===== config.mk =====
export PLATFORM = sky130hd
export DESIGN_NAME = length_prefixed_nal_unit_splitter
export DESIGN_NICKNAME = d
export VERILOG_FILES = /design/src/rtl/lpns_pkg.sv /design/src/rtl/length_prefixed_nal_unit_splitter.sv /design/src/rtl/lpns_front.sv /design/src/rtl/lpns_queue.sv /design/src/rtl/lpns_back.sv
export VERILOG_INCLUDE_DIRS = /design/src /design/src/rtl
export SDC_FILE = /design/constraint.sdc
export NUM_CORES = 1
export LEC_CHECK = 0
export BUFFER_PORTS_ARGS = -buffer_cell sky130_fd_sc_hd__buf_2
export CAP_MARGIN = 20
export CORE_MARGIN = 4
export CORE_UTILIZATION = 49
export DETAILED_ROUTE_END_ITERATION = 8
export PLACE_DENSITY = 0.76
export SETUP_SLACK_MARGIN = 0.15
export SYNTH_ARGS = -nofsm -noshare
export SYNTH_HDL_FRONTEND = slang
export SYNTH_HIERARCHICAL = 1
export SYNTH_SLANG_ARGS = --single-unit

===== constraint.sdc =====
create_clock -name clock -period 6 [get_ports clock]
set_input_delay 0.6 -clock clock [delete_from_list [all_inputs] [get_ports clock]]
set_output_delay 0.6 -clock clock [all_outputs]
set_load 0.02 [all_outputs]

===== src/rtl/assert_macros.svh =====
// Assertion macros for the RTL files, included by the splitter top.
`ifndef ASSERT_MACROS_SVH
`define ASSERT_MACROS_SVH

`ifndef SYNTHESIS

// Check a condition at every clock edge outside reset.
`define LPNS_ASSERT(label, clk, rst, cond) \
   label: assert property (@(posedge clk) disable iff (rst) (cond)) \
      else $error("lpns assertion failed");

// Check that a condition implies another at the same clock edge.
`define LPNS_ASSERT_IMPLY(label, clk, rst, ante, cons) \
   label: assert property (@(posedge clk) disable iff (rst) (ante) |-> (cons)) \
      else $error("lpns implication failed");

`else

`define LPNS_ASSERT(label, clk, rst, cond)
`define LPNS_ASSERT_IMPLY(label, clk, rst, ante, cons)

`endif

`endif


===== src/rtl/lpns_pkg.sv =====
`default_nettype none

package lpns_pkg;

   localparam int SAMPLE_LENGTH_BITS = 24;
   localparam int QUEUE_DEPTH        = 2;
   localparam int BYTE_BITS          = 8;
   localparam int ACC_BITS           = 32;
   localparam int UNIT_LENGTH_BITS   = 24;
   localparam int LFS_BITS           = 3;

   localparam logic [LFS_BITS-1:0] LFS_RESET = 3'd4;
   localparam logic [LFS_BITS-1:0] LFS_MAX   = 3'd4;

   localparam logic [UNIT_LENGTH_BITS-1:0] UNIT_LENGTH_SAT = {UNIT_LENGTH_BITS{1'b1}};

   typedef enum logic [1:0] {
      STATUS_PAYLOAD   = 2'd0,
      STATUS_EMPTY     = 2'd1,
      STATUS_OVERRUN   = 2'd2,
      STATUS_CUT_SHORT = 2'd3
   } status_type;

   // One queued result word, handed from the front to the back.
   typedef struct packed {
      status_type           status;
      logic [BYTE_BITS-1:0] data;
      logic                 unit_first;
      logic                 unit_last;
      logic                 sample_first_unit;
      logic                 sample_last_unit;
      logic [ACC_BITS-1:0]  unit_length;
   } result_type;

endpackage

`default_nettype wire


===== src/rtl/length_prefixed_nal_unit_splitter.sv =====
`default_nettype none
`include "assert_macros.svh"

// Splits a sample, fed one byte per word with its length on the first byte, into length-prefixed
// units and emits each payload byte with unit and sample marks, one empty-unit word per unit of
// length zero, and one error word when a declared length overruns the sample or a prefix is cut
// short (the rest of that sample is then dropped). The block takes one byte every cycle while
// the queue has room: the front parser updates all its counters at the edge that takes a byte.
// Each result is written into a two-entry queue at that same edge and then moved into the output
// register once the output register is empty or being drained. The queue lets the front keep
// taking bytes while a result waits; req_ready falls only once the queue is full.
// length_field_size (address 0, reset 4, values above 4 act as 4) is read at each unit
// boundary, and should be written only while the block is idle.
module length_prefixed_nal_unit_splitter #(
   parameter int QUEUE_DEPTH = lpns_pkg::QUEUE_DEPTH
) (
   input  wire logic                                    clock,
   input  wire logic                                    reset,
   input  wire logic                                    req_valid,
   output logic                                         req_ready,
   input  wire logic [lpns_pkg::BYTE_BITS-1:0]          req_data_byte,
   input  wire logic                                    req_sample_first,
   input  wire logic [lpns_pkg::SAMPLE_LENGTH_BITS-1:0] req_sample_length,
   output logic                                         rsp_valid,
   input  wire logic                                    rsp_ready,
   output logic [1:0]                                   rsp_status,
   output logic [lpns_pkg::BYTE_BITS-1:0]               rsp_payload_byte,
   output logic                                         rsp_unit_first,
   output logic                                         rsp_unit_last,
   output logic                                         rsp_sample_first_unit,
   output logic                                         rsp_sample_last_unit,
   output logic [lpns_pkg::UNIT_LENGTH_BITS-1:0]        rsp_unit_length,
   input  wire logic                                    psel,
   input  wire logic                                    penable,
   input  wire logic                                    pwrite,
   input  wire logic [1:0]                              paddr,
   input  wire logic [31:0]                             pwdata,
   output logic [31:0]                                  prdata,
   output logic                                         pready
);

   localparam int LB = lpns_pkg::LFS_BITS;

   logic [LB-1:0]        lfs_ff, lfs_in;
   logic                 cfg_write;
   logic                 queue_full, push, pop_valid, pop;
   lpns_pkg::result_type push_word, pop_word;

   // Register port: one register, always ready.
   assign pready    = 1'b1;
   assign cfg_write = psel && penable && pwrite && pready;
   assign lfs_in    = cfg_write ? pwdata[LB-1:0] : lfs_ff;
   assign prdata    = {{(32 - LB){1'b0}}, lfs_ff} | {30'b0, paddr & 2'b00};

   always_ff @(posedge clock) begin
      if (reset) begin
         lfs_ff <= lpns_pkg::LFS_RESET;
      end else begin
         lfs_ff <= lfs_in;
      end
   end

   lpns_front u_front (
      .clock             (clock),
      .reset             (reset),
      .length_field_size (lfs_ff),
      .req_valid         (req_valid),
      .req_ready         (req_ready),
      .req_data_byte     (req_data_byte),
      .req_sample_first  (req_sample_first),
      .req_sample_length (req_sample_length),
      .queue_full        (queue_full),
      .push              (push),
      .push_word         (push_word)
   );

   lpns_queue #(
      .QUEUE_DEPTH (QUEUE_DEPTH)
   ) u_queue (
      .clock     (clock),
      .reset     (reset),
      .push      (push),
      .push_word (push_word),
      .full      (queue_full),
      .pop_valid (pop_valid),
      .pop       (pop),
      .pop_word  (pop_word)
   );

   lpns_back u_back (
      .clock                 (clock),
      .reset                 (reset),
      .pop_valid             (pop_valid),
      .pop                   (pop),
      .pop_word              (pop_word),
      .rsp_valid             (rsp_valid),
      .rsp_ready             (rsp_ready),
      .rsp_status            (rsp_status),
      .rsp_payload_byte      (rsp_payload_byte),
      .rsp_unit_first        (rsp_unit_first),
      .rsp_unit_last         (rsp_unit_last),
      .rsp_sample_first_unit (rsp_sample_first_unit),
      .rsp_sample_last_unit  (rsp_sample_last_unit),
      .rsp_unit_length       (rsp_unit_length)
   );

   // Error words carry no unit marks and never close the sample.
   `LPNS_ASSERT_IMPLY(a_error_marks, clock, reset,
      rsp_valid && (rsp_status == lpns_pkg::STATUS_OVERRUN ||
      rsp_status == lpns_pkg::STATUS_CUT_SHORT),
      !rsp_unit_first && !rsp_unit_last && !rsp_sample_last_unit && rsp_payload_byte == '0)
   // An empty unit is both first and last and has zero length.
   `LPNS_ASSERT_IMPLY(a_empty_unit, clock, reset,
      rsp_valid && rsp_status == lpns_pkg::STATUS_EMPTY,
      rsp_unit_first && rsp_unit_last && rsp_unit_length == '0 && rsp_payload_byte == '0)
   // A payload byte always belongs to a unit of nonzero length.
   `LPNS_ASSERT_IMPLY(a_payload_length, clock, reset,
      rsp_valid && rsp_status == lpns_pkg::STATUS_PAYLOAD, rsp_unit_length != '0)
   // A word is pushed only while the queue has room.
   `LPNS_ASSERT(a_no_overflow, clock, reset, !(push && queue_full))

endmodule

`default_nettype wire


===== src/rtl/lpns_front.sv =====
`default_nettype none

module lpns_front (
   input  wire logic                                    clock,
   input  wire logic                                    reset,
   input  wire logic [lpns_pkg::LFS_BITS-1:0]           length_field_size,
   input  wire logic                                    req_valid,
   output logic                                         req_ready,
   input  wire logic [lpns_pkg::BYTE_BITS-1:0]          req_data_byte,
   input  wire logic                                    req_sample_first,
   input  wire logic [lpns_pkg::SAMPLE_LENGTH_BITS-1:0] req_sample_length,
   input  wire logic                                    queue_full,
   output logic                                         push,
   output lpns_pkg::result_type                         push_word
);

   localparam int SLB = lpns_pkg::SAMPLE_LENGTH_BITS;
   localparam int AB  = lpns_pkg::ACC_BITS;
   localparam int BB  = lpns_pkg::BYTE_BITS;
   localparam int LB  = lpns_pkg::LFS_BITS;

   logic [SLB-1:0] sample_left_ff, sample_left_in;
   logic [LB-1:0]  prefix_left_ff, prefix_left_in;
   logic [AB-1:0]  acc_ff, acc_in;
   logic [SLB-1:0] unit_left_ff, unit_left_in;
   logic           first_unit_ff, first_unit_in;
   logic           discard_ff, discard_in;
   logic           last_unit_ff, last_unit_in;

   logic           accept;
   logic [SLB-1:0] rem;
   logic [LB-1:0]  lfs;

   assign req_ready = !queue_full;
   assign accept    = req_valid && req_ready;
   assign lfs       = (length_field_size > lpns_pkg::LFS_MAX) ?
                      lpns_pkg::LFS_MAX : length_field_size;

   // Classify the accepted word and work out the next parser state.
   always_comb begin
      sample_left_in = sample_left_ff;
      prefix_left_in = prefix_left_ff;
      acc_in         = acc_ff;
      unit_left_in   = unit_left_ff;
      first_unit_in  = first_unit_ff;
      discard_in     = discard_ff;
      last_unit_in   = last_unit_ff;
      rem            = '0;
      push           = 1'b0;
      push_word      = '0;
      push_word.data = req_data_byte;
      if (accept) begin
         // Restart on the first byte of a sample.
         if (req_sample_first) begin
            sample_left_in = SLB'(req_sample_length);
            prefix_left_in = '0;
            acc_in         = '0;
            unit_left_in   = '0;
            first_unit_in  = 1'b1;
            discard_in     = 1'b0;
            last_unit_in   = 1'b0;
         end
         if (sample_left_in != '0) begin
            if (discard_in) begin
               // Drop the rest of a broken sample.
               sample_left_in = sample_left_in - 1'b1;
            end else begin
               // Open a new unit at a boundary.
               if (unit_left_in == '0 && prefix_left_in == '0) begin
                  if (lfs == '0) begin
                     unit_left_in = sample_left_in;
                     acc_in       = AB'(sample_left_in);
                     last_unit_in = 1'b1;
                  end else begin
                     prefix_left_in = lfs;
                     acc_in         = '0;
                  end
               end
               sample_left_in = sample_left_in - 1'b1;
               rem            = sample_left_in;
               if (unit_left_in != '0) begin
                  // Pass a payload byte.
                  push                        = 1'b1;
                  push_word.status            = lpns_pkg::STATUS_PAYLOAD;
                  push_word.unit_first        = (AB'(unit_left_in) == acc_in);
                  push_word.unit_last         = (unit_left_in == SLB'(1));
                  push_word.sample_first_unit = first_unit_in;
                  push_word.sample_last_unit  = last_unit_in;
                  push_word.unit_length       = acc_in;
                  unit_left_in                = unit_left_in - 1'b1;
                  if (unit_left_in == '0) begin
                     first_unit_in = 1'b0;
                  end
               end else begin
                  // Gather a prefix byte, most significant first.
                  acc_in         = {acc_in[AB-BB-1:0], req_data_byte};
                  prefix_left_in = prefix_left_in - 1'b1;
                  if (prefix_left_in == '0) begin
                     if (acc_in > AB'(rem)) begin
                        push                        = 1'b1;
                        push_word.status            = lpns_pkg::STATUS_OVERRUN;
                        push_word.sample_first_unit = first_unit_in;
                        push_word.unit_length       = acc_in;
                        discard_in                  = 1'b1;
                     end else if (acc_in == '0) begin
                        push                        = 1'b1;
                        push_word.status            = lpns_pkg::STATUS_EMPTY;
                        push_word.unit_first        = 1'b1;
                        push_word.unit_last         = 1'b1;
                        push_word.sample_first_unit = first_unit_in;
                        push_word.sample_last_unit  = (rem == '0);
                        first_unit_in               = 1'b0;
                     end else begin
                        unit_left_in = SLB'(acc_in);
                        last_unit_in = (acc_in == AB'(rem));
                     end
                  end else if (rem == '0) begin
                     push                        = 1'b1;
                     push_word.status            = lpns_pkg::STATUS_CUT_SHORT;
                     push_word.sample_first_unit = first_unit_in;
                     prefix_left_in              = '0;
                     discard_in                  = 1'b1;
                  end
               end
            end
         end
      end
   end

   // Hold the parser state.
   always_ff @(posedge clock) begin
      if (reset) begin
         sample_left_ff <= '0;
         prefix_left_ff <= '0;
         acc_ff         <= '0;
         unit_left_ff   <= '0;
         first_unit_ff  <= 1'b1;
         discard_ff     <= 1'b0;
         last_unit_ff   <= 1'b0;
      end else begin
         sample_left_ff <= sample_left_in;
         prefix_left_ff <= prefix_left_in;
         acc_ff         <= acc_in;
         unit_left_ff   <= unit_left_in;
         first_unit_ff  <= first_unit_in;
         discard_ff     <= discard_in;
         last_unit_ff   <= last_unit_in;
      end
   end

endmodule

`default_nettype wire


===== src/rtl/lpns_queue.sv =====
`default_nettype none

module lpns_queue #(
   parameter int QUEUE_DEPTH = lpns_pkg::QUEUE_DEPTH
) (
   input  wire logic                 clock,
   input  wire logic                 reset,
   input  wire logic                 push,
   input  wire lpns_pkg::result_type push_word,
   output logic                      full,
   output logic                      pop_valid,
   input  wire logic                 pop,
   output lpns_pkg::result_type      pop_word
);

   localparam int PTR_BITS = (QUEUE_DEPTH > 1) ? $clog2(QUEUE_DEPTH) : 1;
   localparam int CNT_BITS = $clog2(QUEUE_DEPTH + 1);
   localparam logic [PTR_BITS-1:0] LAST_PTR = PTR_BITS'(QUEUE_DEPTH - 1);
   localparam logic [CNT_BITS-1:0] FULL_CNT = CNT_BITS'(QUEUE_DEPTH);

   lpns_pkg::result_type slot_ff [QUEUE_DEPTH];
   logic [PTR_BITS-1:0]  wr_ptr_ff, wr_ptr_in;
   logic [PTR_BITS-1:0]  rd_ptr_ff, rd_ptr_in;
   logic [CNT_BITS-1:0]  count_ff, count_in;
   logic                 do_push, do_pop;

   assign full      = (count_ff == FULL_CNT);
   assign pop_valid = (count_ff != '0);
   assign pop_word  = slot_ff[rd_ptr_ff];
   assign do_push   = push && !full;
   assign do_pop    = pop && pop_valid;

   // Advance the pointers and the fill count.
   always_comb begin
      wr_ptr_in = wr_ptr_ff;
      rd_ptr_in = rd_ptr_ff;
      count_in  = count_ff;
      if (do_push) begin
         wr_ptr_in = (wr_ptr_ff == LAST_PTR) ? '0 : wr_ptr_ff + 1'b1;
      end
      if (do_pop) begin
         rd_ptr_in = (rd_ptr_ff == LAST_PTR) ? '0 : rd_ptr_ff + 1'b1;
      end
      if (do_push && !do_pop) begin
         count_in = count_ff + 1'b1;
      end else if (do_pop && !do_push) begin
         count_in = count_ff - 1'b1;
      end
   end

   always_ff @(posedge clock) begin
      if (reset) begin
         wr_ptr_ff <= '0;
         rd_ptr_ff <= '0;
         count_ff  <= '0;
      end else begin
         wr_ptr_ff <= wr_ptr_in;
         rd_ptr_ff <= rd_ptr_in;
         count_ff  <= count_in;
      end
   end

   // Store the pushed word.
   always_ff @(posedge clock) begin
      if (do_push) begin
         slot_ff[wr_ptr_ff] <= push_word;
      end
   end

endmodule

`default_nettype wire


===== src/rtl/lpns_back.sv =====
`default_nettype none

module lpns_back (
   input  wire logic                                  clock,
   input  wire logic                                  reset,
   input  wire logic                                  pop_valid,
   output logic                                       pop,
   input  wire lpns_pkg::result_type                  pop_word,
   output logic                                       rsp_valid,
   input  wire logic                                  rsp_ready,
   output logic [1:0]                                 rsp_status,
   output logic [lpns_pkg::BYTE_BITS-1:0]             rsp_payload_byte,
   output logic                                       rsp_unit_first,
   output logic                                       rsp_unit_last,
   output logic                                       rsp_sample_first_unit,
   output logic                                       rsp_sample_last_unit,
   output logic [lpns_pkg::UNIT_LENGTH_BITS-1:0]      rsp_unit_length
);

   localparam int AB = lpns_pkg::ACC_BITS;
   localparam int UB = lpns_pkg::UNIT_LENGTH_BITS;

   logic                          valid_ff, valid_in;
   logic [1:0]                    status_ff;
   logic [lpns_pkg::BYTE_BITS-1:0] byte_ff, byte_in;
   logic                          ufirst_ff, ulast_ff, sfirst_ff, slast_ff;
   logic [UB-1:0]                 ulen_ff, ulen_in;

   // Take a new word when the output register is empty or being drained.
   assign pop = pop_valid && (!valid_ff || rsp_ready);

   // Format the word: clear the byte off payload, saturate the length.
   always_comb begin
      byte_in = (pop_word.status == lpns_pkg::STATUS_PAYLOAD) ? pop_word.data : '0;
      ulen_in = (pop_word.unit_length > AB'(lpns_pkg::UNIT_LENGTH_SAT)) ?
                lpns_pkg::UNIT_LENGTH_SAT : pop_word.unit_length[UB-1:0];
      valid_in = valid_ff;
      if (pop) begin
         valid_in = 1'b1;
      end else if (rsp_ready) begin
         valid_in = 1'b0;
      end
   end

   always_ff @(posedge clock) begin
      if (reset) begin
         valid_ff <= 1'b0;
      end else begin
         valid_ff <= valid_in;
      end
   end

   // Load the output payload.
   always_ff @(posedge clock) begin
      if (pop) begin
         status_ff <= pop_word.status;
         byte_ff   <= byte_in;
         ufirst_ff <= pop_word.unit_first;
         ulast_ff  <= pop_word.unit_last;
         sfirst_ff <= pop_word.sample_first_unit;
         slast_ff  <= pop_word.sample_last_unit;
         ulen_ff   <= ulen_in;
      end
   end

   assign rsp_valid             = valid_ff;
   assign rsp_status            = status_ff;
   assign rsp_payload_byte      = byte_ff;
   assign rsp_unit_first        = ufirst_ff;
   assign rsp_unit_last         = ulast_ff;
   assign rsp_sample_first_unit = sfirst_ff;
   assign rsp_sample_last_unit  = slast_ff;
   assign rsp_unit_length       = ulen_ff;

endmodule

`default_nettype wire

==> results of run 1 <==
==> worst paths after layout <==
kind,startpoint,to,cells after the start
worst max-delay path,u_front/unit_left_ff[18],u_queue/slot_ff[0][13],20
worst min-delay path,pwdata[1],lfs_ff[1],3
worst max register to register,u_front/unit_left_ff[18],u_queue/slot_ff[0][13],20
worst min register to register,u_front/last_unit_ff,u_front/last_unit_ff,2
==> Yosys cell counts (6+ instances only) <==
library cell,number
or2_2,7
nor3_1,52
o31ai_1,11
clkbuf_1,60
nor3b_1,8
edfxtp_1,130
mux2_2,50
a32oi_1,7
and4_1,8
mux2i_1,31
or3_1,14
buf_1,9
nand4_1,21
o21a_1,15
a31oi_1,18
o211ai_1,17
a21boi_0,10
and2_1,19
a221oi_1,7
nand3b_1,27
nand3_1,22
xnor2_1,21
a22oi_1,37
a211oi_1,20
o21ai_0,69
ha_1,33
nor2b_1,6
nand2_1,130
inv_1,46
o31a_1,6
dfxtp_1,95
buf_2,18
nand2b_1,9
xor2_1,14
a21o_1,15
nor4_1,22
a21oi_1,150
and3_1,8
or4_1,11
nor2_1,143
buf_4,42
o22ai_1,8
==> worst max-delay path, cell delays in order (launching register included) <==
cell and delay (ns):
dfxtp_1 0.37, nor4_2 0.52, and4_1 0.57, nand2_1 0.19
buf_12 0.19, a21o_1 0.17, o21ai_0 0.28, inv_1 0.20
ha_1 0.33, nand4_1 0.22, nor4_2 0.38, buf_4 0.16
o31a_1 0.15, o31a_1 0.30, o21a_1 0.21, a21oi_2 0.05
a21oi_2 0.16, inv_1 0.07, or3_1 0.40, clkinvlp_4 0.15
buf_12 0.19
==> logic make-up (layout without fill, tap and decap cells) <==
group,count (synthesis),count (layout),synth area share (%)
simple gates,533,533,19.61
compound gates,446,446,20.70
flops,225,225,41.75
buf+inv,180,303,6.424
mux,81,81,6.280
xor+xnor,35,35,2.204
fa+ha+maj,33,33,2.969
other cells,2,30,0.05401
==> layer usage <==
layer | routed length (um) | global-route usage, % | up-vias
met2 | 23600 | 52.62 | 867
met5 | 10 | 0 | -
met4 | 3964 | 19.44 | 2
met3 | 5945 | 6.745 | 217
li1 | - | - | 5947
met1 | 20760 | 44.37 | 6372
==> per-stage QoR <==
step	instance area [sq um]	util, %	hold slack [ns]
4_1_cts	16110	57.81	0.3242
3_5_place_dp	15280	54.86	0.4615
5_1_grt	16120	57.88	0.3574
3_3_place_gp	15280	54.86	0.4428
6_report	16120	57.88	0.3326
2_1_floorplan	14040	-	0.4366
==> flip-flops by register name, indices dropped and copies added (netlist names), 2 cells and up, named ones only <==
| signal | count |
|---|---|
| u_front/sample_left_ff | 24 |
| u_back/rsp_status | 2 |
| u_front/unit_left_ff | 24 |
| u_queue/count_ff | 2 |
| lfs_ff | 3 |
| u_back/rsp_payload_byte | 8 |
| u_queue/slot_ff | 92 |
| u_front/prefix_left_ff | 3 |
| u_front/acc_ff | 32 |
| u_back/rsp_unit_length | 24 |
==> layout make-up <==
cell class	instances	area, sq um
fill	2477	11730
multi-input combinational	1158	7401
sequential	225	5807
timing repair buffer	212	1444
clock buffer	32	703.2
tap	378	473.0
inverter	46	176.4
clock inverter	13	120.1
==> where the power goes <==
group | internal, mW | switching (mW) | total [mW] | leakage (nW)
combinational | 1.51 | 2.68 | 4.19 | 3.54
clock | 0.880 | 0.663 | 1.54 | 0.393
sequential | 2.12 | 0.304 | 2.43 | 1.94
total | 4.52 | 3.64 | 8.16 | 5.87
==> summary.txt, run 1 <==
Tot GR Track Use = 33.92%
CTS Root Cell = clkbuf_16
Hold Fails Final Rpt = 0
worst skew pair latency = 0.54 ns
Area Overhead vs Synth = 15.95%
Synth area leader = edfxtp_1
total power = 8.158 mW
CTS buffer count = 25
Warnings, synthesis = 6
setup TNS = 0 ns
skew final = 0.02250 ns
Initial DRC Count = 1600
min setup slack post-route = 0.3754 ns
Core Footprint = 27860 sq um
Die Y = 176.5 um
Starting Density = 49.92%
vias in the first global route = 12570
Placed Cells incl. Taps = 2019
CP Max Fanout = 24
Synth Register Bits = 225
DR vias = 13410
Final HPWL DP = 41190 um
crit start category = flop
CTS tree = built
most frequent cells in the layout = 149 x a21oi_1, 139 x nor2_1, 130 x edfxtp_1, 130 x nand2_1, 123 x buf_4
Port-buffer cells = 85
post-synthesis cell area = 13910 sq um
largest net degree at the start of global routing = 53
Leakage Power = 5.873 nW
commonest non-fill, non-tap cell in the layout = a21oi_1
Hold Buf Count CTS = 0
worst slack at placement = 0.1028 ns
unrepaired setup endpoints after global routing = no
Post-Syn Area per Cell = 9.059 sq um
critical setup path kind = reg2reg
buffer levels on the longest clock path = 3
CP required = 6.24 ns
Synth cell types = 81
Async S/R FF share, synth = 0%
Slew Viols, Final = 0
Worst VDD drop = 0.2547 mV
CTS H-tree depth = 1
top cell type's share of synthesized area = 28.07%
Pwr per Cell Area = 505.9 nW/um^2
nets = 1775
Hold Crit Class = in2reg
aggregate global routing overflow = 0
fin cells = 2064
Worst-path clk slew = 0.06 ns
Arrival @ worst endpoint = 5.86 ns
Post-synth EDFFs = 130
Critical Path Sink Type = flop
fin crit share = 93.74%
gpl congestion = 1.096
Final min period = 5.625 ns
sequential area share after synthesis = 41.75%
initial antenna violation count = 1
Worst-Margin Slew = 1.152 ns
slew margin rel. = 23.15%
max cap viols = 0
diode count = 0
1st-pass router iterations = 7
first-pass GRT wire length = 79630 um
# IOs = 147
CTS Sinks = 225
synth top area cells = edfxtp_1 28%, dfxtp_1 14%, a21oi_1 5.4%
total wire length = 54280 um
layout cells sized above 1 = 20.46%
cells after synthesis = 1535
Highest Clock Rate = 177.8 MHz
Std-Cell Rows = 61
Final setup viols = 0
drt via density = 6.495
post-detailed-route count of antenna-violating nets = 0
reg-to-reg slack, setup = 0.38 ns
Die X = 176.5 um
DRC violations left = 0
Setup Fix Bufs, Post-CTS = 0
Main synth FF type = edfxtp_1
full die area = 31140 sq um
WL/cell = 26.30 um
CTS resizes = 0
status = finished, final reports clean
Note: power is estimated with default switching activity, not from simulation.
==> run 2, diff against run 1 <==
CELL_PAD_IN_SITES_DETAIL_PLACEMENT = 1   (was unset)
CELL_PAD_IN_SITES_GLOBAL_PLACEMENT = 1   (was unset)
CORE_UTILIZATION = 43   (was 49)
CTS_BUF_LIST = sky130_fd_sc_hd__clkbuf_8   (was unset)
PLACE_DENSITY = 0.85   (was 0.76)
==> summary.txt, run 2 (synthesis gave the netlist of run 1 again) <==
status = finished, final reports clean
CTS buffer count = 40
Hold Buf Count CTS = 0
area of the multi-input gates = 7393 sq um
nets = 1794
gpl congestion = 1.059
vias in the first global route = 14050
diode count = 0
Reg area = 5807 sq um
Worst-Margin Slew = 1.138 ns
Arrival @ worst endpoint = 5.96 ns
Area Overhead vs Synth = 16.02%
1st-pass router iterations = 6
Die Y = 187.8 um
Placed Cells incl. Taps = 2047
CP required = 6.26 ns
most frequent cells in the layout = 149 x a21oi_1, 139 x nor2_1, 130 x edfxtp_1, 130 x nand2_1, 128 x buf_4
# IOs = 147
post-route cell area = 16130 sq um
Core Footprint = 31720 sq um
fin crit share = 94.99%
layout cells sized above 1 = 21.12%
CTS tree = built
critical setup path kind = reg2reg
post-detailed-route count of antenna-violating nets = 0
skew final = 0.04387 ns
aggregate global routing overflow = 0
Crit Reg-Reg Startpoint = u_front/unit_left_ff[0]
Std-Cell Rows = 65
Pwr per Cell Area = 504.1 nW/um^2
drt via density = 6.422
initial antenna violation count = 1
DRC violations left = 0
Tot GR Track Use = 32.47%
Hold Crit Class = in2reg
crit start category = flop
CTS resizes = 0
CTS Sinks = 225
total wire length = 59110 um
Worst VDD drop = 0.2014 mV
Starting Density = 43.84%
Final HPWL DP = 44910 um
total power = 8.133 mW
Port-buffer cells = 85
full die area = 35280 sq um
worst setup path startpoint = u_front/unit_left_ff[0]
max cap viols = 0
FILL cells = 3713
unrepaired setup endpoints after global routing = no
largest net degree at the start of global routing = 52
Hold Fails Final Rpt = 0
Highest Clock Rate = 175.5 MHz
Slew Viols, Final = 0
worst skew pair latency = 0.58 ns
commonest non-fill, non-tap cell in the layout = a21oi_1
fin cells = 2121
Post-DP Area = 15330 sq um
CTS H-tree depth = 2
Top reg by flops = u_queue/slot_ff
CP Max Fanout = 7
Worst-path clk slew = 0.06 ns
Final min period = 5.699 ns
buffer levels on the longest clock path = 3
Initial DRC Count = 1460
Die X = 187.8 um
Leakage Power = 5.933 nW
CTS Root Cell = clkbuf_8
DR vias = 13620
WL/cell = 27.87 um
setup TNS = 0 ns
Setup Fix Bufs, Post-CTS = 0
slew margin rel. = 24.08%
Top Registers = u_queue/slot_ff (92), u_front/acc_ff (32)
max reg flops = 92
first-pass GRT wire length = 88040 um
Core Util, Final = 50.86%
Critical Path Sink Type = flop
Final setup viols = 0
Hold Path Origin = pwdata[2]
==> run 2: cell types whose count changed in the layout (fill, tap and decap cells not counted), moves of 3 or more <==
cell	change
buf_4	+5
inv_1	+8
clkbuf_16	-26
clkinv_1	+8
clkinv_2	+7
clkbuf_8	+37
clkbuf_1	-3
==> run 2: report_power, final <==
group,switching [mW],internal (mW),total [mW]
Sequential,0.312,2.12,2.44
Clock,0.703,0.765,1.47
Combinational,2.72,1.51,4.23
Total,3.74,4.40,8.13
==> run 2: worst max-delay path: stages, from the launching register on <==
cell	delay, ns
dfxtp_1	0.40
nor4_1	0.49
buf_4	0.23
and3_1	0.32
nand2_1	0.25
buf_4	0.22
a22oi_1	0.18
o21a_1	0.21
inv_1	0.14
ha_1	0.32
nand4_1	0.22
nor4_1	0.48
buf_4	0.19
o31a_1	0.15
o31a_1	0.26
o21a_1	0.20
a21oi_2	0.05
a21oi_2	0.18
inv_1	0.08
or3_1	0.41
clkinvlp_4	0.18
buf_4	0.20
==> run 2: layout make-up <==
class                      count  share of cell area, %
multi-input combinational   1158                  45.83
sequential                   225                  35.99
timing repair buffer         216                  9.058
clock buffer                  40                  3.412
tap                          402                  3.118
clock inverter                34                  1.497
inverter                      46                  1.094
==> run 2: final timing paths <==
check                                               to  slack, ns  cells after the start
worst max-delay path            u_queue/slot_ff[0][33]       0.30                     21
worst min-delay path                         lfs_ff[2]       0.30                      3
worst max register to register  u_queue/slot_ff[0][33]       0.30                     21
worst min register to register    u_front/last_unit_ff       0.47                      2
==> run 2: stage by stage <==
stage | setup WS (ns) | hold WS (ns)
after floorplan | 0.1905 | 0.4366
after global placement | 0.1821 | 0.4423
after detailed placement | 0.03358 | 0.4532
after CTS | 0.3451 | 0.2917
after global routing | 0.1935 | 0.3142
final | 0.3007 | 0.2981
==> run 2: layer usage <==
metal | global-route usage [%] | wire length, um | vias up
met3 | 5.398 | 4998 | 208
met5 | 0 | 12 | -
li1 | - | - | 5992
met1 | 41.96 | 23600 | 6670
met4 | 16.35 | 3720 | 2
met2 | 52.80 | 26790 | 749
